File: config.mk
export PLATFORM = sky130hd
export DESIGN_NAME = text_encoding_detector_core_flat
export DESIGN_NICKNAME = d
export VERILOG_FILES = /design/src/rtl/ted_pkg.sv /design/src/rtl/ted_if.sv /design/src/rtl/ted_accum.sv /design/src/rtl/ted_classify.sv /design/src/rtl/text_encoding_detector_core.sv /design/src/flat_wrapper.sv
export VERILOG_INCLUDE_DIRS = /design/src /design/src/rtl
export SDC_FILE = /design/constraint.sdc
export NUM_CORES = 1
export LEC_CHECK = 0
export ABC_AREA = 0
export ABC_CLOCK_PERIOD_IN_PS = 5000
export BUFFER_PORTS_ARGS = -buffer_cell sky130_fd_sc_hd__buf_2
export CAP_MARGIN = 20
export CORE_MARGIN = 4
export CORE_UTILIZATION = 30
export DETAILED_ROUTE_END_ITERATION = 10
export PLACE_DENSITY = 0.5
export SLEW_MARGIN = 30
export SYNTH_ARGS = -nofsm -noshare
export SYNTH_HDL_FRONTEND = slang
export SYNTH_SLANG_ARGS = --single-unit
File: constraint.sdc
create_clock -name clk -period 5 [get_ports clk]
set_input_delay 0 -clock clk [delete_from_list [all_inputs] [get_ports clk]]
set_output_delay 0 -clock clk [all_outputs]
set_load 0.01 [all_outputs]
File: src/rtl/text_encoding_detector_core_assert.svh
// ----------------------------------------------------------------------------
// text_encoding_detector_core_assert.svh
// Assertion macros shared by the encoding detector RTL. They expect clk and
// rst_n in the scope of the module that uses them.
// ----------------------------------------------------------------------------
`ifndef TEXT_ENCODING_DETECTOR_CORE_ASSERT_SVH
`define TEXT_ENCODING_DETECTOR_CORE_ASSERT_SVH

// Same-cycle implication, checked out of reset.
`define TED_ASSERT(lbl, ante, cons, msg) \
    lbl: assert property (@(posedge clk) disable iff (!rst_n) (ante) |-> (cons)) \
        else $error(msg);

// Next-cycle implication, checked out of reset.
`define TED_ASSERT_NEXT(lbl, ante, cons, msg) \
    lbl: assert property (@(posedge clk) disable iff (!rst_n) (ante) |=> (cons)) \
        else $error(msg);

`endif

File: src/rtl/ted_pkg.sv
// ----------------------------------------------------------------------------
// ted_pkg
// Types and constants of the text encoding detector.
// ----------------------------------------------------------------------------
`timescale 1ns / 1ps

package ted_pkg;

    localparam int COUNT_WIDTH = 32;

    typedef logic [COUNT_WIDTH-1:0] count_t;

    typedef enum logic [2:0] {
        ENC_ANSI    = 3'd0,
        ENC_BINARY  = 3'd1,
        ENC_UTF16LE = 3'd2,
        ENC_UTF16BE = 3'd3,
        ENC_UTF8    = 3'd4
    } encoding_t;

    localparam logic [7:0] LIMIT_RESET   = 8'd2;
    localparam logic [7:0] BYTE_FF       = 8'hFF;
    localparam logic [7:0] BYTE_FE       = 8'hFE;
    localparam logic [7:0] UTF8_BOM0     = 8'hEF;
    localparam logic [7:0] UTF8_BOM1     = 8'hBB;
    localparam logic [7:0] UTF8_BOM2     = 8'hBF;
    localparam logic [2:0] ZERO_BYTE_MIN = 3'd3;
    localparam logic [2:0] ZERO_BYTE_MAX = 3'd7;
    localparam logic [7:0] ZERO_WORD_MAX = 8'd255;

    // Buffer statistics after the current byte, fed to the classifier.
    typedef struct packed {
        count_t     len;
        logic [7:0] b0;
        logic [7:0] b1;
        logic [7:0] b2;
        logic [7:0] zero_words;
        logic [2:0] zero_bytes;
        logic       illegal;
        logic       cont_err;
        logic       multibyte;
    } summary_t;

endpackage

File: src/rtl/ted_if.sv
// ----------------------------------------------------------------------------
// ted_if
// Valid/ready stream interfaces: input bytes and encoding results.
// ----------------------------------------------------------------------------
`timescale 1ns / 1ps

interface ted_byte_if;
    logic       valid;
    logic       ready;
    logic [7:0] data_byte;
    logic       last_byte;

    modport source (output valid, output data_byte, output last_byte, input ready);
    modport sink   (input valid, input data_byte, input last_byte, output ready);
endinterface

interface ted_enc_if;
    logic       valid;
    logic       ready;
    logic [2:0] encoding;

    modport source (output valid, output encoding, input ready);
    modport sink   (input valid, input encoding, output ready);
endinterface

File: src/rtl/ted_accum.sv
// ----------------------------------------------------------------------------
// ted_accum
// Per-buffer statistics: counts, leading bytes, zero words, UTF-8 walk.
// ----------------------------------------------------------------------------
`timescale 1ns / 1ps

module ted_accum (
    input  logic              clk,
    input  logic              rst_n,
    input  logic              advance,
    input  logic [7:0]        data_byte,
    input  logic              last_byte,
    output ted_pkg::summary_t summary
);
    import ted_pkg::*;

    localparam count_t CountMax = '1;

    count_t     count_reg,      count_next;
    logic [7:0] lead_reg [3],   lead_next [3];
    logic       pend_reg,       pend_next;
    logic [7:0] zword_reg,      zword_next;
    logic [2:0] zbyte_reg,      zbyte_next;
    logic       illegal_reg,    illegal_next;
    logic [7:0] win_reg [4],    win_next [4];
    logic [1:0] skip_reg,       skip_next;
    logic       mb_reg,         mb_next;
    logic       cerr_reg,       cerr_next;

    function automatic logic is_cont(input logic [7:0] b);
        return b[7:6] == 2'b10;
    endfunction

    always_comb
    begin
        count_t n;
        n = count_reg;

        for (int i = 0; i < 3; i++)
        begin
            lead_next[i] = lead_reg[i];
        end
        if (n < count_t'(3))
        begin
            lead_next[n[1:0]] = data_byte;
        end

        zbyte_next = zbyte_reg;
        if (n >= count_t'(2) && data_byte == 8'h00 && zbyte_reg < ZERO_BYTE_MAX)
        begin
            zbyte_next = zbyte_reg + 3'd1;
        end

        zword_next = zword_reg;
        if (!n[0])
        begin
            if (n >= count_t'(2) && pend_reg && zword_reg < ZERO_WORD_MAX)
            begin
                zword_next = zword_reg + 8'd1;
            end
            pend_next = 1'b0;
        end
        else
        begin
            pend_next = (win_reg[3] == 8'h00) && (data_byte == 8'h00);
        end

        illegal_next = illegal_reg || data_byte == 8'hC0 || data_byte == 8'hC1
                       || data_byte >= 8'hF5;

        // UTF-8 walk over the lead byte four positions back
        skip_next = skip_reg;
        mb_next   = mb_reg;
        cerr_next = cerr_reg;
        if (n >= count_t'(4))
        begin
            if (skip_reg != 2'd0)
            begin
                skip_next = skip_reg - 2'd1;
            end
            else if (win_reg[0][7:5] == 3'b110)
            begin
                if (!is_cont(win_reg[1])) cerr_next = 1'b1;
                else                      mb_next   = 1'b1;
                skip_next = 2'd1;
            end
            else if (win_reg[0][7:4] == 4'b1110)
            begin
                if (!is_cont(win_reg[1]) || !is_cont(win_reg[2])) cerr_next = 1'b1;
                else                                              mb_next   = 1'b1;
                skip_next = 2'd2;
            end
            else if (win_reg[0][7:3] == 5'b11110)
            begin
                if (!is_cont(win_reg[1]) || !is_cont(win_reg[2]) || !is_cont(win_reg[3]))
                    cerr_next = 1'b1;
                else
                    mb_next   = 1'b1;
                skip_next = 2'd3;
            end
        end

        win_next[0] = win_reg[1];
        win_next[1] = win_reg[2];
        win_next[2] = win_reg[3];
        win_next[3] = data_byte;

        count_next = (count_reg == CountMax) ? count_reg : count_reg + count_t'(1);
    end

    assign summary.len        = count_next;
    assign summary.b0         = lead_next[0];
    assign summary.b1         = lead_next[1];
    assign summary.b2         = lead_next[2];
    assign summary.zero_words = zword_next;
    assign summary.zero_bytes = zbyte_next;
    assign summary.illegal    = illegal_next;
    assign summary.cont_err   = cerr_next;
    assign summary.multibyte  = mb_next;

    // Last byte closes the buffer: everything returns to the empty state.
    always_ff @(posedge clk or negedge rst_n)
    begin
        if (!rst_n)
        begin
            count_reg   <= '0;
            pend_reg    <= 1'b0;
            zword_reg   <= '0;
            zbyte_reg   <= '0;
            illegal_reg <= 1'b0;
            skip_reg    <= '0;
            mb_reg      <= 1'b0;
            cerr_reg    <= 1'b0;
            for (int i = 0; i < 3; i++) lead_reg[i] <= '0;
            for (int i = 0; i < 4; i++) win_reg[i]  <= '0;
        end
        else if (advance)
        begin
            if (last_byte)
            begin
                count_reg   <= '0;
                pend_reg    <= 1'b0;
                zword_reg   <= '0;
                zbyte_reg   <= '0;
                illegal_reg <= 1'b0;
                skip_reg    <= '0;
                mb_reg      <= 1'b0;
                cerr_reg    <= 1'b0;
                for (int i = 0; i < 3; i++) lead_reg[i] <= '0;
                for (int i = 0; i < 4; i++) win_reg[i]  <= '0;
            end
            else
            begin
                count_reg   <= count_next;
                pend_reg    <= pend_next;
                zword_reg   <= zword_next;
                zbyte_reg   <= zbyte_next;
                illegal_reg <= illegal_next;
                skip_reg    <= skip_next;
                mb_reg      <= mb_next;
                cerr_reg    <= cerr_next;
                for (int i = 0; i < 3; i++) lead_reg[i] <= lead_next[i];
                for (int i = 0; i < 4; i++) win_reg[i]  <= win_next[i];
            end
        end
    end

endmodule

File: src/rtl/ted_classify.sv
// ----------------------------------------------------------------------------
// ted_classify
// Priority decision from buffer statistics to an encoding code.
// ----------------------------------------------------------------------------
`timescale 1ns / 1ps

module ted_classify (
    input  ted_pkg::summary_t  summary,
    input  logic [7:0]         limit,
    output ted_pkg::encoding_t encoding
);
    import ted_pkg::*;

    always_comb
    begin
        if (summary.len < count_t'(2))
            encoding = ENC_ANSI;
        else if (summary.zero_words > limit)
            encoding = ENC_BINARY;
        else if (summary.b0 == BYTE_FF && summary.b1 == BYTE_FE)
            encoding = ENC_UTF16LE;
        else if (summary.b0 == BYTE_FE && summary.b1 == BYTE_FF)
            encoding = ENC_UTF16BE;
        else if (summary.zero_bytes > ZERO_BYTE_MIN && !summary.len[0])
            encoding = ENC_UTF16LE;
        else if (summary.len < count_t'(3))
            encoding = ENC_ANSI;
        else if (summary.b0 == UTF8_BOM0 && summary.b1 == UTF8_BOM1
                 && summary.b2 == UTF8_BOM2)
            encoding = ENC_UTF8;
        else if (summary.illegal || summary.cont_err)
            encoding = ENC_ANSI;
        else if (summary.multibyte)
            encoding = ENC_UTF8;
        else
            encoding = ENC_ANSI;
    end

endmodule

File: src/rtl/text_encoding_detector_core.sv
// ----------------------------------------------------------------------------
// text_encoding_detector_core
// Classifies a byte buffer as ansi, binary, UTF-16 LE/BE or UTF-8.
//
//   channel   dir  handshake      payload
//   byte_in   in   valid/ready    data_byte[7:0], last_byte
//   enc_out   out  valid/ready    encoding[2:0]
//   cfg       in   cfg_we         cfg_wdata[7:0] (zero-word limit)
//
// One byte transaction per cycle while no last byte is held back; the input
// register plus the statistics update and classifier set that figure.
// The last byte passes the input register, then the result register, to enc_out.
// Non-last bytes never wait on enc_out; a last byte waits in the input
// register only while a previous result sits untaken in the result register.
// Reset: all buffer state empty, zero-word limit 2.
// ----------------------------------------------------------------------------
`timescale 1ns / 1ps
`include "text_encoding_detector_core_assert.svh"

module text_encoding_detector_core (
    input  logic        clk,
    input  logic        rst_n,
    ted_byte_if.sink    byte_in,
    ted_enc_if.source   enc_out,
    input  logic        cfg_we,
    input  logic [7:0]  cfg_wdata
);
    import ted_pkg::*;

    // Input register stage
    logic       s1_valid_reg, s1_valid_next;
    logic [7:0] s1_byte_reg;
    logic       s1_last_reg;

    // Result register stage
    logic       out_valid_reg, out_valid_next;
    encoding_t  out_enc_reg;

    logic [7:0] limit_reg;

    logic       out_free;
    logic       s1_advance;
    summary_t   summary;
    encoding_t  enc_calc;

    // A byte leaves the input register unless it needs the result register
    // and that register is still occupied.
    assign out_free      = !out_valid_reg || enc_out.ready;
    assign s1_advance    = s1_valid_reg && (!s1_last_reg || out_free);
    assign byte_in.ready = !s1_valid_reg || s1_advance;

    assign s1_valid_next  = byte_in.valid ? 1'b1 : (s1_valid_reg && !s1_advance);
    assign out_valid_next = (s1_advance && s1_last_reg) ? 1'b1
                          : (enc_out.ready ? 1'b0 : out_valid_reg);

    always_ff @(posedge clk or negedge rst_n)
    begin
        if (!rst_n)
        begin
            s1_valid_reg  <= 1'b0;
            out_valid_reg <= 1'b0;
            limit_reg     <= LIMIT_RESET;
        end
        else
        begin
            if (byte_in.ready)
            begin
                s1_valid_reg <= s1_valid_next;
            end
            out_valid_reg <= out_valid_next;
            if (cfg_we)
            begin
                limit_reg <= cfg_wdata;
            end
        end
    end

    // Payload registers: no reset needed
    always_ff @(posedge clk)
    begin
        if (byte_in.valid && byte_in.ready)
        begin
            s1_byte_reg <= byte_in.data_byte;
            s1_last_reg <= byte_in.last_byte;
        end
        if (s1_advance && s1_last_reg)
        begin
            out_enc_reg <= enc_calc;
        end
    end

    // Statistics are updated as each byte leaves the input register; the
    // classifier sees the values including that byte.
    ted_accum u_accum (
        .clk       (clk),
        .rst_n     (rst_n),
        .advance   (s1_advance),
        .data_byte (s1_byte_reg),
        .last_byte (s1_last_reg),
        .summary   (summary)
    );

    ted_classify u_classify (
        .summary  (summary),
        .limit    (limit_reg),
        .encoding (enc_calc)
    );

    assign enc_out.valid    = out_valid_reg;
    assign enc_out.encoding = out_enc_reg;

    `TED_ASSERT(a_last_blocks_input, s1_valid_reg && s1_last_reg && out_valid_reg && !enc_out.ready, !byte_in.ready, "last byte passed a full result register")
    `TED_ASSERT_NEXT(a_result_follows_last, s1_advance && s1_last_reg, enc_out.valid, "no result after last byte")
    `TED_ASSERT(a_code_range, enc_out.valid, enc_out.encoding <= 3'(ENC_UTF8), "encoding code out of range")
    `TED_ASSERT(a_no_advance_empty, !s1_valid_reg, !s1_advance, "advance without a byte")

endmodule

File: src/flat_wrapper.sv
// flat-port wrapper written by rule: the top's interface ports become plain ports
module text_encoding_detector_core_flat import ted_pkg::*;
  (clk, rst_n, cfg_we, cfg_wdata, byte_in_valid, byte_in_data_byte, byte_in_last_byte, byte_in_ready, enc_out_valid, enc_out_encoding, enc_out_ready);
  ted_byte_if byte_in_i ();
  ted_enc_if enc_out_i ();
  input  logic clk;
  input  logic rst_n;
  input  logic cfg_we;
  input  logic [7:0] cfg_wdata;
  input wire logic [$bits(byte_in_i.valid)-1:0] byte_in_valid;
  input wire logic [$bits(byte_in_i.data_byte)-1:0] byte_in_data_byte;
  input wire logic [$bits(byte_in_i.last_byte)-1:0] byte_in_last_byte;
  output wire logic [$bits(byte_in_i.ready)-1:0] byte_in_ready;
  output wire logic [$bits(enc_out_i.valid)-1:0] enc_out_valid;
  output wire logic [$bits(enc_out_i.encoding)-1:0] enc_out_encoding;
  input wire logic [$bits(enc_out_i.ready)-1:0] enc_out_ready;
  assign byte_in_i.valid = byte_in_valid;
  assign byte_in_i.data_byte = byte_in_data_byte;
  assign byte_in_i.last_byte = byte_in_last_byte;
  assign byte_in_ready = byte_in_i.ready;
  assign enc_out_valid = enc_out_i.valid;
  assign enc_out_encoding = enc_out_i.encoding;
  assign enc_out_i.ready = enc_out_ready;
  text_encoding_detector_core u_core (.clk(clk), .rst_n(rst_n), .byte_in(byte_in_i), .enc_out(enc_out_i), .cfg_we(cfg_we), .cfg_wdata(cfg_wdata));
endmodule
# Yosys cells after proc, flatten, opt, wreduce, memory -nomap -nowiden
# Index checks and enable logic that the tools add are counted.
# totals
register_bits	127
output_inout_bits	5
word_cells	148
in_bits	22
# classes
bitwise	1
addsub	4
muxes	51
reduce_logical	41
n_eq_ne	16
n_lt_le_gt_ge	12
# ops
cell	count
32-bit by 2-bit < comparator with 1-bit output, second input constant	3
32-bit two-way mux	3
8-bit == test, second input constant	9
24-bit two-way mux	2
32-bit by 1-bit adder with 32-bit output, second input constant	1
32-bit == test, second input constant	1
32-bit by 2-bit greater-or-equal comparator with 1-bit output, second input constant	1
32-bit by 3-bit greater-or-equal comparator with 1-bit output, second input constant	1
8-bit two-way mux	4
1-bit two-way mux	25
24-bit bitwise mux	1
2-bit two-way mux	10
8-bit demux with 2-bit select	1
8-bit logical NOT	2
1-bit logical AND	15
3-bit two-way mux	5
1-bit logical OR	9
8-bit by 1-bit adder with 8-bit output, second input constant	1
8-bit greater-or-equal comparator, second input constant	1
8-bit greater-than comparator	1
1-bit logical NOT	8
8-bit < comparator, second input constant	1
2-bit == test, second input constant	3
2-bit nonzero test	3
14 further kinds	14

# Depth between registers and ports, before layout
# Gate-level depths: netlist (run 1).
# depth
word_depth	18
mapped_depth	17
depth_no_buf	16

# By module
# A second synthesis (run 1) with hierarchy kept.
# unflattened
cells_unflattened	784
hier_area_um2	7402.1
# modules_own_cells
mod	cells_each	seq_area_each_um2	instances	area_per_inst_um2
ted_accum	682	2402.3	1	6174.7
text_encoding_detector_core	39	611.8	1	792.0
ted_classify	63	0.0	1	435.4

# Least setup slack after synthesis (run 1)
# No wires, ideal clock.
# synth_timing
path_kind	register to register
startpoint	register u_core.u_accum.zword_reg[0]
endpoint	register u_core.out_enc_reg[2], in the netlist u_core.enc_out.encoding[2], data pin
path_stages_with_launch	17
n_path_buf	0
required_ps	4840
path_slack_ps	1378
setup_ps	160
period_less_slack_ps	3622
arrival_time_ps	3462
path_cell_list	dfrtp_1 > ha_1 > nand3_1 > o311ai_0 > a31oi_1 > and4_1 > and3_1 > nand3_1 > xnor2_1 > ha_1 > a21oi_1 > nand2_1 > o21ai_0 > a31oi_1 > or4bb_1 > a21boi_1 > nor3b_1
# synth_between
elab_chain_len	6
word_cells_on_any_way	7
cone_classes	add/sub (1); order compare (2); mux (2); reduce/logical (2)
# synth_rtl
item	line	source
start, declared	ted_accum.sv:22	logic [7:0] zword_reg, zword_next;
start signal, assigned	ted_accum.sv:156	zword_reg <= zword_next;
8-bit < comparator	ted_accum.sv:57	if (n >= count_t'(2) && pend_reg && zword_reg < ZERO_WORD_MAX)
1-bit logical AND	ted_accum.sv:57	
8-bit two-way mux	ted_accum.sv:57	
8-bit two-way mux *	ted_accum.sv:55	if (!n[0])
8-bit greater-than comparator *	ted_classify.sv:18	else if (summary.zero_words > limit)
6-bit OR reduction (no source line) *	n/a	
end signal, assigned	text_encoding_detector_core.sv:88	out_enc_reg <= enc_calc;
end, declared	text_encoding_detector_core.sv:37	encoding_t out_enc_reg;
# Every way passes the cells marked *; elsewhere a longest branch is shown, timed or not.
# A chain may end at the register's enable or synchronous reset.

# Worst setup path in the final report (run 1)
# layout_timing
startpoint	register u_core.u_accum.count_reg[13]
endpoint	register u_core.out_enc_reg[2], in the netlist u_core.enc_out.encoding[2], data pin
# layout_between
elab_chain_len	7
word_cells_on_any_way	38
cone_classes	add/sub (1); order compare (7); eq/ne (8); mux (10); reduce/logical (12)
# layout_rtl
item	line	source
start, declared	ted_accum.sv:19	count_t count_reg, count_next;
start signal, assigned	ted_accum.sv:154	count_reg <= count_next;
parallel branches: the longest is 7 deep, another holds 32-bit by 1-bit adder with 32-bit output	n/a	
# Parallel ways; which one is timed is not known.

==> impl_results.html, run 1 <==
<table>
<tr><th>Metric</th><th>Value</th></tr>
<tr><th colspan="2">Final layout</th></tr>
<tr><td># diodes</td><td>0</td></tr>
<tr><td>Area growth from synthesis to final layout</td><td>17.38%</td></tr>
<tr><td>Number of flip-flops in the largest register</td><td>32</td></tr>
<tr><td>Number of fillers in the final layout</td><td>2366</td></tr>
<tr><td>Sequential cell area in the final layout</td><td>0.003014 mm^2</td></tr>
<tr><td>Final #Nets</td><td>875</td></tr>
<tr><td>Final std cells w/o fill</td><td>1171</td></tr>
<tr><td>Total area of multi-input combinational cells</td><td>0.003751 mm^2</td></tr>
<tr><td>Fraction of layout cells with a size suffix above 1</td><td>0.1115</td></tr>
<tr><th colspan="2">Timing</th></tr>
<tr><td>Setup TNS</td><td>0 ns</td></tr>
<tr><td>Share of the clock period used by the worst path after layout</td><td>0.8294</td></tr>
<tr><td>Post-route clock skew</td><td>0.01182 ns</td></tr>
<tr><td>Slew headroom</td><td>0.3995</td></tr>
<tr><td>Minimum clock period</td><td>4.147 ns</td></tr>
<tr><td>Final setup fails</td><td>0</td></tr>
<tr><td>Final-report max-slew violation count</td><td>0</td></tr>
<tr><td>Slew of the pin with the lowest slew margin</td><td>0.9007 ns</td></tr>
<tr><td>RSZ-0062 raised after global routing</td><td>false</td></tr>
<tr><td>Highest Clock Rate</td><td>0.2411 GHz</td></tr>
<tr><td>Number of hold-slack violations in the final timing report</td><td>0</td></tr>
<tr><th colspan="2">Detailed routing</th></tr>
<tr><td>Length of the first detailed-routing pass in iterations</td><td>5</td></tr>
<tr><td>Number of vias after detailed routing</td><td>6218</td></tr>
<tr><td>Overall routed net length</td><td>19.87 mm</td></tr>
<tr><td>Post-detailed-route DRC marker count</td><td>0</td></tr>
<tr><td>Count of routing violations after the opening detailed-route iteration</td><td>490</td></tr>
<tr><td>Routed length per placed instance</td><td>16.97 um</td></tr>
<tr><td>Routed via count divided by cell count</td><td>5.310</td></tr>
<tr><td>Post-detailed-route count of antenna-violating nets</td><td>0</td></tr>
<tr><th colspan="2">Synth</th></tr>
<tr><td>Number of cells produced by synthesis</td><td>815</td></tr>
<tr><td>Most frequently used flop master after synthesis</td><td>dfrtp_1</td></tr>
<tr><td>Average footprint of a synthesized cell</td><td>8.769 um^2</td></tr>
<tr><td>Number of warning messages in the yosys log</td><td>0</td></tr>
<tr><td>Portion of the post-synthesis area used by sequential elements</td><td>0.4217</td></tr>
<tr><td>Mapped Area</td><td>0.007147 mm^2</td></tr>
<tr><td>Distinct cells, synth</td><td>69</td></tr>
<tr><td>Count of state elements after synthesis</td><td>118</td></tr>
<tr><td>Proportion of synthesized flip-flops having asynchronous set or reset</td><td>0.8983</td></tr>
<tr><td>Syn_nets</td><td>851</td></tr>
<tr><td>Count of flip-flops with a built-in enable after synthesis</td><td>12</td></tr>
<tr><th colspan="2">Clock tree</th></tr>
<tr><td>Clock latency on the worst-skew pair</td><td>0.42 ns</td></tr>
<tr><td>Root buffer cell</td><td>clkbuf_16</td></tr>
<tr><td>CTS tree</td><td>built</td></tr>
<tr><td># Post-CTS Setup Buffers</td><td>0</td></tr>
<tr><td>Quantity of gates resized following cts</td><td>0</td></tr>
<tr><td>Clock buffer depth</td><td>2</td></tr>
<tr><td>Inserted Clock Buffers</td><td>17</td></tr>
<tr><td>Clock transition at the registers of the reported paths</td><td>0.06 ns</td></tr>
<tr><td>Sink Count</td><td>118</td></tr>
<tr><td># hold bufs at CTS</td><td>35</td></tr>
<tr><td># H-tree levels</td><td>4</td></tr>
<tr><th colspan="2">Worst setup path</th></tr>
<tr><td>Startpoint of the lowest-slack register-to-register path</td><td>u_core.u_accum.count_reg[13]</td></tr>
<tr><td>Count of cells along the worst register-to-register path</td><td>15</td></tr>
<tr><td>Critical path data arrival time</td><td>4.41 ns</td></tr>
<tr><td>Reg-to-reg slack, setup</td><td>0.85 ns</td></tr>
<tr><td>Reg-to-Reg End</td><td>u_core.enc_out.encoding[2]</td></tr>
<tr><td>Nature of the critical path endpoint</td><td>flop</td></tr>
<tr><td>Critical path class</td><td>flop to flop</td></tr>
<tr><td>Startpoint kind of the worst setup timing path</td><td>flop</td></tr>
<tr><td>Max Fanout on Critical Path</td><td>11</td></tr>
<tr><td>Required time of the worst setup path</td><td>5.26 ns</td></tr>
<tr><th colspan="2">Job</th></tr>
<tr><td>Number of violations of the max-capacitance limit</td><td>0</td></tr>
<tr><th colspan="2">Pwr</th></tr>
<tr><td>Part of the total power dissipated in combinational logic</td><td>0.158</td></tr>
<tr><td>Switching share of power</td><td>0.3004</td></tr>
<tr><td>Power per standard cell area</td><td>343.1 mW/mm^2</td></tr>
<tr><td>Internal power</td><td>2014 uW</td></tr>
<tr><td>Net load switching power</td><td>864.5 uW</td></tr>
<tr><td>Fraction of power consumed by sequential logic</td><td>0.416</td></tr>
<tr><td>Worst supply voltage drop on vdd</td><td>0.1745 mV</td></tr>
<tr><td>Static Leak</td><td>0.003451 uW</td></tr>
<tr><td>Power share of the clock group</td><td>0.426</td></tr>
<tr><th colspan="2">Worst hold path</th></tr>
<tr><td>Min-Delay Endpoint</td><td>u_core.limit_reg[0]</td></tr>
<tr><td>Hold path startpoint</td><td>cfg_we</td></tr>
<tr><td>Path type of the worst min-delay path</td><td>input port to flop</td></tr>
<tr><td>Worst Hold Depth</td><td>2</td></tr>
<tr><th colspan="2">Placed design</th></tr>
<tr><td>Post-detailed-placement half-perimeter wirelength</td><td>12.92 mm</td></tr>
<tr><td>Quantity of I/O buffers inserted on ports</td><td>26</td></tr>
<tr><td>Placed cell count</td><td>1104</td></tr>
<tr><td>Placer congestion estimate</td><td>0.8749</td></tr>
<tr><th colspan="2">GRT</th></tr>
<tr><td>Global-route track usage on met2</td><td>0.2510</td></tr>
<tr><td>Via count of the first global-routing pass</td><td>6133</td></tr>
<tr><td>GRT overflow</td><td>0</td></tr>
<tr><td>GRT met1 Usage</td><td>0.2143</td></tr>
<tr><td>Busiest layer in global routing</td><td>met2</td></tr>
<tr><td>Global-route wire length before repair</td><td>33.22 mm</td></tr>
<tr><td>Met3 GRT Util</td><td>0.02885</td></tr>
<tr><td>Maximum number of pins on one net before global-route repair</td><td>64</td></tr>
<tr><td>Number of antenna violations at the first check in global routing</td><td>0</td></tr>
<tr><td>Global routing usage summed across all routing layers</td><td>0.1563</td></tr>
<tr><th colspan="2">Run status</th></tr>
<tr><td>Result of the run</td><td>finished, final reports clean</td></tr>
<tr><th colspan="2">Floorplanning</th></tr>
<tr><td>Die extent in y</td><td>162.3 um</td></tr>
<tr><td>Floorplan die area</td><td>0.02636 mm^2</td></tr>
<tr><td>Standard-cell rows</td><td>56</td></tr>
<tr><td>Starting density of the core</td><td>0.3045</td></tr>
<tr><td>Core Region</td><td>0.02347 mm^2</td></tr>
<tr><td>Number of primary I/O pins</td><td>27</td></tr>
<tr><td>Die boundary width</td><td>162.3 um</td></tr>
</table>
-- worst max-delay path by stage --
stage,startpoint,to,slack (ns),cells after the start
after floorplan,u_core.u_accum.zword_reg[0],u_core.enc_out.encoding[2],1.38,16
after global placement,u_core.u_accum.count_reg[13],u_core.enc_out.encoding[2],0.85,15
after detailed placement,u_core.u_accum.count_reg[13],u_core.enc_out.encoding[2],0.79,15
after CTS,u_core.u_accum.count_reg[13],u_core.enc_out.encoding[2],0.78,15
after global routing,u_core.u_accum.count_reg[13],u_core.enc_out.encoding[2],0.44,15
final,u_core.u_accum.count_reg[13],u_core.enc_out.encoding[2],0.85,15
-- per-stage QoR --
stage	total power (uW)	hold slack (ns)	worst slack, ns	util	area (um^2)
4_1_cts	2910	0.001170	0.7806	0.3574	8389
3_5_place_dp	1648	0.07454	0.7865	0.3178	7460
5_1_grt	3037	0.04068	0.4383	0.3574	8389
2_1_floorplan	1504	-0.2956	1.378	-	7147
6_report	2878	0.01768	0.8529	0.3574	8389
3_3_place_gp	1642	0.06637	0.8515	0.3178	7460
-- synthesized netlist by cell type, types with 15 or more instances --
| master | n | area [um^2] |
|---|---|---|
| nand3b_1 | 22 | 165.2 |
| and3_1 | 15 | 93.84 |
| dfrtp_1 | 105 | 2628 |
| clkbuf_1 | 40 | 150.1 |
| nand3_1 | 26 | 130.1 |
| buf_2 | 15 | 75.07 |
| nand2_1 | 144 | 540.5 |
| inv_1 | 18 | 67.56 |
| o21ai_0 | 96 | 480.5 |
| a21oi_1 | 27 | 135.1 |
| a22oi_1 | 21 | 157.7 |
| nor2_1 | 32 | 120.1 |
| nand4_1 | 19 | 118.9 |
-- kinds of logic (layout without fill, tap and decap cells) --
kind of cell / Yosys count / count (layout) / synth area share
simple gates: 341 / 341 / 0.2567
compound gates: 220 / 220 / 0.1941
flops: 118 / 118 / 0.4217
buf+inv: 85 / 122 / 0.05410
xor+xnor: 22 / 22 / 0.02696
mux: 15 / 15 / 0.02188
fa+ha+maj: 14 / 14 / 0.02451
-- area by class of cell --
class                   count  share of cell area
multi-input cells         612              0.4471
flip-flops and latches    118              0.3593
repair buffers             72             0.06890
clock buffers              18             0.05116
well taps                 319             0.04758
clock inverters            14             0.01790
inverters                  18            0.008054
-- power groups by stage --
stage	registers [uW]	logic [uW]	clock network (uW)
global placement	1210	431	0
floorplan	1170	333	0
finish	1200	456	1230
detailed placement	1210	437	0
global route	1210	525	1300
CTS	1200	461	1250
-- layout by cell type (no fill, tap or decap), drive strengths merged, types with 9 or more instances in the layout --
master,netlist,final
a22o,10,10
buf,27,37
nor4,15,15
o21ai,98,98
clkbuf,40,18
a22oi,21,21
dfrtp,105,105
a21oi,29,29
xnor2,14,14
edfxtp,12,12
nand3b,22,22
inv,18,21
nor2,32,32
ha,14,14
a31oi,12,12
o31ai,9,9
mux2i,10,10
dlygate4sd3,0,35
and3,16,16
and4,14,14
or4,9,9
nand3,28,28
nand4,22,22
clkinv,0,9
nand2,144,144
-- layer usage --
metal | share of wire | wire length (um) | up-vias
li1 | - | - | 3022
met1 | 0.47 | 9395 | 3018
met2 | 0.47 | 9259 | 155
met3 | 0.043 | 846 | 23
met4 | 0.019 | 371 | 0
met5 | 0 | 0 | -
-- critical path, stage by stage (launching register included) --
cell and delay [ns]:
dfrtp_1 0.50, nor4_1 0.57, and4_1 0.32, a31oi_1 0.24, and4_1 0.33, and3_1 0.21, nand3_1 0.10, xnor2_1 0.15
ha_1 0.28, a21oi_1 0.18, nand2_1 0.06, o21ai_0 0.07, a31oi_1 0.13, or4bb_1 0.53, a21boi_1 0.14, nor3b_1 0.18
Note: power is estimated with default switching activity, not from simulation.
==> run 2, diff against run 1 <==
--- a/config.mk
+++ b/config.mk
@@ -7,7 +7,7 @@
 export NUM_CORES = 1
 export LEC_CHECK = 0
 export ABC_AREA = 0
-export ABC_CLOCK_PERIOD_IN_PS = 5000
+export ABC_CLOCK_PERIOD_IN_PS = 4000
 export BUFFER_PORTS_ARGS = -buffer_cell sky130_fd_sc_hd__buf_2
 export CAP_MARGIN = 20
 export CORE_MARGIN = 4
==> constraint.sdc (replaced) <==
create_clock -name clk -period 4 [get_ports clk]
set_input_delay 0 -clock clk [delete_from_list [all_inputs] [get_ports clk]]
set_output_delay 0 -clock clk [all_outputs]
set_load 0.01 [all_outputs]
==> run 2 against run 1 <==
Net effect: setup slack worse by 0.56 ns; fmax up 12%; global-route usage up 0.27 points; critical path type unchanged.
==> impl_results.html, run 2 (synthesized netlist as in run 1, its figures left out) <==
<table>
<tr><th>Metric</th><th>Value</th></tr>
<tr><th colspan="2">Placed design</th></tr>
<tr><td>Placed cell count</td><td>1148 (+4.0%)</td></tr>
<tr><td>Quantity of I/O buffers inserted on ports</td><td>26 (unchanged)</td></tr>
<tr><td>Post-detailed-placement half-perimeter wirelength</td><td>13.62 mm (+5.4%)</td></tr>
<tr><td>Placer congestion estimate</td><td>0.8230 (-5.9%)</td></tr>
<tr><th colspan="2">Clock tree</th></tr>
<tr><td># H-tree levels</td><td>4 (unchanged)</td></tr>
<tr><td>Clock buffer depth</td><td>2 (unchanged)</td></tr>
<tr><td>CTS tree</td><td>built</td></tr>
<tr><td>Clock latency on the worst-skew pair</td><td>0.43 ns (about the same)</td></tr>
<tr><td>Inserted Clock Buffers</td><td>17 (unchanged)</td></tr>
<tr><td>Clock transition at the registers of the reported paths</td><td>0.06 ns (about the same)</td></tr>
<tr><td>Root buffer cell</td><td>clkbuf_16</td></tr>
<tr><td>Sink Count</td><td>118 (unchanged)</td></tr>
<tr><th colspan="2">Pwr</th></tr>
<tr><td>Static Leak</td><td>0.003687 uW (+6.8%)</td></tr>
<tr><td>Power per standard cell area</td><td>412.9 mW/mm^2 (+20%)</td></tr>
<tr><td>Overall power</td><td>3612 uW (+26%)</td></tr>
<tr><td>Worst supply voltage drop on vdd</td><td>0.2643 mV (+51%)</td></tr>
<tr><th colspan="2">Final layout</th></tr>
<tr><td># diodes</td><td>0 (unchanged)</td></tr>
<tr><td>Final #Nets</td><td>920 (+5.1%)</td></tr>
<tr><td>Commonest non-fill, non-tap cell in the layout</td><td>nand2_1</td></tr>
<tr><td>Area growth from synthesis to final layout</td><td>22.43%</td></tr>
<tr><td>Final core utilization</td><td>0.3728 (+0.01535)</td></tr>
<tr><td>Top library cells by usage in the layout, fill and taps aside</td><td>143 x nand2_1, 105 x dfrtp_1, 96 x o21ai_0, 56 x buf_4, 35 x dlygate4sd3_1</td></tr>
<tr><td>Fraction of layout cells with a size suffix above 1</td><td>0.1605 (+0.04903)</td></tr>
<tr><td>Number of flip-flops in the largest register</td><td>32 (unchanged)</td></tr>
<tr><td>Final std cells w/o fill</td><td>1216 (+3.8%)</td></tr>
<tr><th colspan="2">Timing</th></tr>
<tr><td>Final-report max-slew violation count</td><td>0 (unchanged)</td></tr>
<tr><td>Share of the clock period used by the worst path after layout</td><td>0.9273 (+0.09793)</td></tr>
<tr><td>Highest Clock Rate</td><td>0.2696 GHz (+12%)</td></tr>
<tr><td>Setup TNS</td><td>0 ns (unchanged)</td></tr>
<tr><td>Slew headroom</td><td>0.4039 (+0.004358)</td></tr>
<tr><td>Post-route clock skew</td><td>0.01922 ns (+0.007394 ns)</td></tr>
<tr><td>Number of hold-slack violations in the final timing report</td><td>0 (unchanged)</td></tr>
<tr><td>Slew of the pin with the lowest slew margin</td><td>0.8933 ns (-0.007498 ns)</td></tr>
<tr><td>Minimum clock period</td><td>3.709 ns (-0.4377 ns)</td></tr>
<tr><td>Post-Route Hold Slack</td><td>0.04603 ns (+0.02835 ns)</td></tr>
<tr><td>Final setup fails</td><td>0 (unchanged)</td></tr>
<tr><th colspan="2">Detailed routing</th></tr>
<tr><td>Routed via count divided by cell count</td><td>5.193 (-2.2%)</td></tr>
<tr><td>Routed length per placed instance</td><td>16.60 um (-2.2%)</td></tr>
<tr><td>Count of routing violations after the opening detailed-route iteration</td><td>474 (-3.3%)</td></tr>
<tr><td>Length of the first detailed-routing pass in iterations</td><td>5 (unchanged)</td></tr>
<tr><td>Number of vias after detailed routing</td><td>6315 (+1.6%)</td></tr>
<tr><td>Overall routed net length</td><td>20.19 mm (+1.6%)</td></tr>
<tr><td>Post-detailed-route DRC marker count</td><td>0 (unchanged)</td></tr>
<tr><td>Post-detailed-route count of antenna-violating nets</td><td>0 (unchanged)</td></tr>
<tr><th colspan="2">GRT</th></tr>
<tr><td>GRT overflow</td><td>0 (unchanged)</td></tr>
<tr><td>Global routing usage summed across all routing layers</td><td>0.1590 (+0.002664)</td></tr>
<tr><td>Maximum number of pins on one net before global-route repair</td><td>73 (+14%)</td></tr>
<tr><td>Global-route wire length before repair</td><td>33.85 mm (+1.9%)</td></tr>
<tr><td>Via count of the first global-routing pass</td><td>6271 (+2.3%)</td></tr>
<tr><td>Number of antenna violations at the first check in global routing</td><td>0 (unchanged)</td></tr>
<tr><th colspan="2">Floorplanning</th></tr>
<tr><td>Starting density of the core</td><td>0.3045 (unchanged)</td></tr>
<tr><td>Core Region</td><td>0.02347 mm^2 (unchanged)</td></tr>
<tr><td>Standard-cell rows</td><td>56 (unchanged)</td></tr>
<tr><td>Die boundary width</td><td>162.3 um (unchanged)</td></tr>
<tr><td>Number of primary I/O pins</td><td>27 (unchanged)</td></tr>
<tr><td>Die extent in y</td><td>162.3 um (unchanged)</td></tr>
<tr><td>Floorplan die area</td><td>0.02636 mm^2 (unchanged)</td></tr>
<tr><th colspan="2">Worst setup path</th></tr>
<tr><td>Startpoint kind of the worst setup timing path</td><td>flop</td></tr>
<tr><td>Critical path class</td><td>flop to flop</td></tr>
<tr><td>Max Fanout on Critical Path</td><td>4 (-7)</td></tr>
<tr><td>Reg-to-Reg End</td><td>u_core.enc_out.encoding[2]</td></tr>
<tr><td>Nature of the critical path endpoint</td><td>flop</td></tr>
<tr><td>Count of cells along the worst register-to-register path</td><td>16 (+1)</td></tr>
<tr><td>Reg-to-reg slack, setup</td><td>0.29 ns (-0.56 ns)</td></tr>
<tr><td>Startpoint of the lowest-slack register-to-register path</td><td>u_core.u_accum.count_reg[25]</td></tr>
<tr><td>Required time of the worst setup path</td><td>4.27 ns (-0.99 ns)</td></tr>
<tr><td>Critical path data arrival time</td><td>3.98 ns (-0.43 ns)</td></tr>
<tr><th colspan="2">Run status</th></tr>
<tr><td>Result of the run</td><td>finished, final reports clean</td></tr>
<tr><th colspan="2">Worst hold path</th></tr>
<tr><td>Min-Delay Endpoint</td><td>u_core.limit_reg[0]</td></tr>
<tr><td>Path type of the worst min-delay path</td><td>input port to flop</td></tr>
<tr><td>Hold path startpoint</td><td>cfg_we</td></tr>
<tr><td>Worst Hold Depth</td><td>2 (unchanged)</td></tr>
<tr><th colspan="2">Job</th></tr>
<tr><td>Number of violations of the max-capacitance limit</td><td>0 (unchanged)</td></tr>
</table>
run 2: timing repair:
action | 4_1_cts | 5_1_grt
hold buffers | 35 | 0
setup buffers | 0 | 1
resized for setup | 0 | 5
hold endpoints to repair | 89 | 0
setup endpoints to repair | 0 | 1
run 2: per-stage QoR:
step	area (um^2)	setup slack, ns
final	8750	0.2906
after global routing	8750	-0.004412
after CTS	8715	0.07290
after detailed placement	7781	0.1048
after global placement	7777	0.2014
after floorplan	7147	0.3782
run 2: report_power, final:
part | internal [uW] | switching, uW
Clock | 882 | 646
Combinational | 260 | 350
Sequential | 1350 | 123
run 2: layout make-up:
class,instances,area (um^2)
Fill cell,2352,14720
Multi-Input combinational cell,612,3779
Sequential cell,118,3014
Timing Repair Buffer,117,907.1
Clock buffer,17,425.4
Tap cell,319,399.1
Clock inverter,15,157.7
Inverter,18,67.56
run 2: worst max-delay path, cell delays in order, from the launching register on:
cell      delay, ns
dfrtp_1        0.40
nor4_1         0.35
and4_1         0.33
a31oi_1        0.10
buf_4          0.16
and4_1         0.23
and3_1         0.21
xor2_1         0.16
ha_1           0.19
a21o_1         0.17
a21oi_1        0.18
nand2_1        0.07
o21ai_0        0.07
a31oi_1        0.11
or4bb_1        0.50
a21boi_1       0.14
nor3b_1        0.18
run 2: per-layer routing:
layer	share of wire	wire, um	vias up	GRT usage
met5	0	0	-	0
met4	0.015	301	0	0.04421
met3	0.038	766	29	0.03290
met2	0.48	9670	122	0.2581
met1	0.47	9446	3043	0.2162
li1	-	-	3121	-
run 2: worst max-delay path by stage:
stage | startpoint | end | slack, ns | depth (start not counted)
floorplan | u_core.u_accum.zword_reg[0] | u_core.enc_out.encoding[2] | 0.38 | 16
finish | u_core.u_accum.count_reg[25] | u_core.enc_out.encoding[2] | 0.29 | 16
CTS | u_core.u_accum.count_reg[31] | u_core.enc_out.encoding[2] | 0.07 | 16
global route | u_core.u_accum.zword_reg[0] | u_core.enc_out.encoding[2] | -0.004 | 17
detailed placement | u_core.u_accum.count_reg[31] | u_core.enc_out.encoding[2] | 0.10 | 16
global placement | u_core.u_accum.count_reg[31] | u_core.enc_out.encoding[2] | 0.20 | 16
==> run 3, diff against run 2 <==
--- a/config.mk
+++ b/config.mk
@@ -13,6 +13,7 @@
 export CORE_MARGIN = 4
 export CORE_UTILIZATION = 30
 export DETAILED_ROUTE_END_ITERATION = 10
+export MAX_ROUTING_LAYER = met4
 export PLACE_DENSITY = 0.5
 export SLEW_MARGIN = 30
 export SYNTH_ARGS = -nofsm -noshare
==> run 3 against run 2 <==
Net effect: final cell count unchanged; sequential power is essentially flat; register-to-register slack about the same.
==> impl_results.html, run 3 (synthesized netlist as in run 1, its figures left out) <==
<table>
<tr><th>Metric</th><th>Value</th></tr>
<tr><th colspan="2">Run status</th></tr>
<tr><td>Result of the run</td><td>finished, final reports clean</td></tr>
<tr><th colspan="2">Timing</th></tr>
<tr><td>Final setup fails</td><td>0 (unchanged)</td></tr>
<tr><td>Post-route clock skew</td><td>0.01941 ns (+0.0001932 ns)</td></tr>
<tr><td>Minimum clock period</td><td>3.697 ns (-0.01285 ns)</td></tr>
<tr><td>Slew headroom</td><td>0.3996 (-0.004287)</td></tr>
<tr><td>Final-report max-slew violation count</td><td>0 (unchanged)</td></tr>
<tr><td>Highest Clock Rate</td><td>0.2705 GHz (+0.35%)</td></tr>
<tr><td>Share of the clock period used by the worst path after layout</td><td>0.9241 (-0.003212)</td></tr>
<tr><td>Setup TNS</td><td>0 ns (unchanged)</td></tr>
<tr><td>Slew of the pin with the lowest slew margin</td><td>0.8997 ns (+0.006423 ns)</td></tr>
<tr><td>Number of hold-slack violations in the final timing report</td><td>0 (unchanged)</td></tr>
<tr><th colspan="2">Worst setup path</th></tr>
<tr><td>Worst Setup SP</td><td>u_core.u_accum.count_reg[16]</td></tr>
<tr><td>Critical path class</td><td>flop to flop</td></tr>
<tr><td>Reg-to-reg slack, setup</td><td>0.30 ns (about the same)</td></tr>
<tr><td>Critical path data arrival time</td><td>3.96 ns (-0.02 ns)</td></tr>
<tr><td>Worst path depth</td><td>17 (+1)</td></tr>
<tr><td>Critical path's slowest cell</td><td>or4bb_1</td></tr>
<tr><td>Nature of the critical path endpoint</td><td>flop</td></tr>
<tr><td>CP delay by family, top</td><td>simple AND/OR/NAND/NOR gates</td></tr>
<tr><td>Count of cells along the worst register-to-register path</td><td>17 (+1)</td></tr>
<tr><td>Startpoint of the lowest-slack register-to-register path</td><td>u_core.u_accum.count_reg[16]</td></tr>
<tr><td>Required time of the worst setup path</td><td>4.27 ns (about the same)</td></tr>
<tr><td>Highest cell delay on the worst timing path</td><td>0.50 ns (about the same)</td></tr>
<tr><td>Reg-to-Reg End</td><td>u_core.enc_out.encoding[2]</td></tr>
<tr><td>Startpoint kind of the worst setup timing path</td><td>flop</td></tr>
<tr><td>Max Fanout on Critical Path</td><td>4 (unchanged)</td></tr>
<tr><td>WP buf/inv</td><td>2 (+1)</td></tr>
<tr><td>Chain of cells forming the critical path</td><td>nor4_4 -&gt; buf_4 -&gt; and4_1 -&gt; a31oi_1 -&gt; buf_4 -&gt; and4_1 -&gt; and3_1 -&gt; xor2_1 -&gt; ha_1 -&gt; a21o_1 -&gt; a21oi_1 -&gt; nand2_1 -&gt; o21ai_0 -&gt; a31oi_1 -&gt; or4bb_1 -&gt; a21boi_1 -&gt; nor3b_1</td></tr>
<tr><th colspan="2">Clock tree</th></tr>
<tr><td>Root buffer cell</td><td>clkbuf_16</td></tr>
<tr><td># H-tree levels</td><td>4 (unchanged)</td></tr>
<tr><td>Clock transition at the registers of the reported paths</td><td>0.06 ns (about the same)</td></tr>
<tr><td>Clock latency on the worst-skew pair</td><td>0.43 ns (about the same)</td></tr>
<tr><td>Inserted Clock Buffers</td><td>17 (unchanged)</td></tr>
<tr><td>CTS tree</td><td>built</td></tr>
<tr><td>Clock buffer depth</td><td>2 (unchanged)</td></tr>
<tr><td>Sink Count</td><td>118 (unchanged)</td></tr>
<tr><th colspan="2">GRT</th></tr>
<tr><td>GRT overflow</td><td>0 (unchanged)</td></tr>
<tr><td>Number of antenna violations at the first check in global routing</td><td>0 (unchanged)</td></tr>
<tr><td>Via count of the first global-routing pass</td><td>6265 (-0.096%)</td></tr>
<tr><td>Maximum number of pins on one net before global-route repair</td><td>73 (unchanged)</td></tr>
<tr><td>Global-route wire length before repair</td><td>33.84 mm (about the same)</td></tr>
<tr><td>Global routing usage summed across all routing layers</td><td>0.1638 (+0.004808)</td></tr>
<tr><th colspan="2">Placed design</th></tr>
<tr><td>Placed cell count</td><td>1148 (unchanged)</td></tr>
<tr><td>Area after DPL</td><td>0.007781 mm^2 (unchanged)</td></tr>
<tr><td>Placer congestion estimate</td><td>0.8354 (+1.5%)</td></tr>
<tr><td>Post-detailed-placement half-perimeter wirelength</td><td>13.62 mm (unchanged)</td></tr>
<tr><td>Quantity of I/O buffers inserted on ports</td><td>26 (unchanged)</td></tr>
<tr><th colspan="2">Detailed routing</th></tr>
<tr><td>Post-detailed-route DRC marker count</td><td>0 (unchanged)</td></tr>
<tr><td>Routed via count divided by cell count</td><td>5.194 (about the same)</td></tr>
<tr><td>Post-detailed-route count of antenna-violating nets</td><td>0 (unchanged)</td></tr>
<tr><td>Count of routing violations after the opening detailed-route iteration</td><td>476 (+0.42%)</td></tr>
<tr><td>Routed length per placed instance</td><td>16.57 um (-0.18%)</td></tr>
<tr><td>Number of vias after detailed routing</td><td>6316 (+0.016%)</td></tr>
<tr><td>Overall routed net length</td><td>20.15 mm (-0.18%)</td></tr>
<tr><td>Length of the first detailed-routing pass in iterations</td><td>5 (unchanged)</td></tr>
<tr><th colspan="2">Final layout</th></tr>
<tr><td>Commonest non-fill, non-tap cell in the layout</td><td>nand2_1</td></tr>
<tr><td>Area growth from synthesis to final layout</td><td>22.43% (unchanged)</td></tr>
<tr><td>Final #Nets</td><td>920 (unchanged)</td></tr>
<tr><td>Top library cells by usage in the layout, fill and taps aside</td><td>143 x nand2_1, 105 x dfrtp_1, 96 x o21ai_0, 56 x buf_4, 35 x dlygate4sd3_1</td></tr>
<tr><td>Post-route cell area</td><td>0.008750 mm^2 (unchanged)</td></tr>
<tr><td>Number of flip-flops in the largest register</td><td>32 (unchanged)</td></tr>
<tr><td>Final std cells w/o fill</td><td>1216 (unchanged)</td></tr>
<tr><td>Number of fillers in the final layout</td><td>2352 (unchanged)</td></tr>
<tr><td>Fraction of layout cells with a size suffix above 1</td><td>0.1605 (unchanged)</td></tr>
<tr><td># diodes</td><td>0 (unchanged)</td></tr>
<tr><th colspan="2">Floorplanning</th></tr>
<tr><td>Floorplan die area</td><td>0.02636 mm^2 (unchanged)</td></tr>
<tr><td>Core Region</td><td>0.02347 mm^2 (unchanged)</td></tr>
<tr><td>Number of primary I/O pins</td><td>27 (unchanged)</td></tr>
<tr><td>Standard-cell rows</td><td>56 (unchanged)</td></tr>
<tr><td>Die extent in y</td><td>162.3 um (unchanged)</td></tr>
<tr><td>Die boundary width</td><td>162.3 um (unchanged)</td></tr>
<tr><td>Starting density of the core</td><td>0.3045 (unchanged)</td></tr>
<tr><th colspan="2">Job</th></tr>
<tr><td>Number of violations of the max-capacitance limit</td><td>0 (unchanged)</td></tr>
<tr><th colspan="2">Pwr</th></tr>
<tr><td>Worst supply voltage drop on vdd</td><td>0.2659 mV (+0.62%)</td></tr>
<tr><td>Static Leak</td><td>0.003687 uW (unchanged)</td></tr>
<tr><td>Power per standard cell area</td><td>412.7 mW/mm^2 (about the same)</td></tr>
<tr><th colspan="2">Worst hold path</th></tr>
<tr><td>Path type of the worst min-delay path</td><td>input port to flop</td></tr>
<tr><td>Worst Hold Depth</td><td>2 (unchanged)</td></tr>
<tr><td>Min-Delay Endpoint</td><td>u_core.limit_reg[0]</td></tr>
<tr><td>Hold path startpoint</td><td>cfg_we</td></tr>
</table>
## run 3: cell counts in the layout (fill, tap and decap cells not counted)
No cell type changed its count.
## run 3: what timing repair did
action | CTS | global route
setup endpoints to repair | 0 | 1
hold buffers | 35 | 0
hold endpoints to repair | 89 | 0
resized for setup | 0 | 5
buffers inserted | 0 | 1
## run 3: worst max path at each step
stage                            endpoint
2_1_floorplan  u_core.enc_out.encoding[2]
3_3_place_gp   u_core.enc_out.encoding[2]
3_5_place_dp   u_core.enc_out.encoding[2]
4_1_cts        u_core.enc_out.encoding[2]
5_1_grt        u_core.enc_out.encoding[2]
6_report       u_core.enc_out.encoding[2]
## run 3: area by class of cell
type                       count  area [um^2]  area share
multi-input combinational    612         3779      0.4319
timing repair buffer         117        907.1      0.1037
clock buffer                  17        425.4     0.04862
clock inverter                15        157.7     0.01802
sequential                   118         3014      0.3445
inverter                      18        67.56    0.007722
tap                          319        399.1     0.04562
## run 3: metal layers
layer | GRT usage | share of wire
met1 | 0.2175 | 0.47
met2 | 0.2573 | 0.48
met3 | 0.03265 | 0.036
met4 | 0.04421 | 0.015
met5 | - | 0
## run 3: where the power goes
group | leakage (uW) | internal, uW | switching [uW]
combinational | 0.00186 | 260 | 351
clock | 0.000282 | 882 | 644
sequential | 0.00154 | 1350 | 123
## run 3: metrics by stage
stage | total power, uW | hold WS, ns | setup slack [ns] | util
after floorplan | 1880 | -0.2956 | 0.3782 | -
after global placement | 2070 | 0.1768 | 0.2014 | 0.3313
after detailed placement | 2077 | 0.08258 | 0.1048 | 0.3315
after CTS | 3654 | 0.02307 | 0.07290 | 0.3713
after global routing | 3821 | 0.05786 | -0.003999 | 0.3728
final | 3611 | 0.04598 | 0.3035 | 0.3728
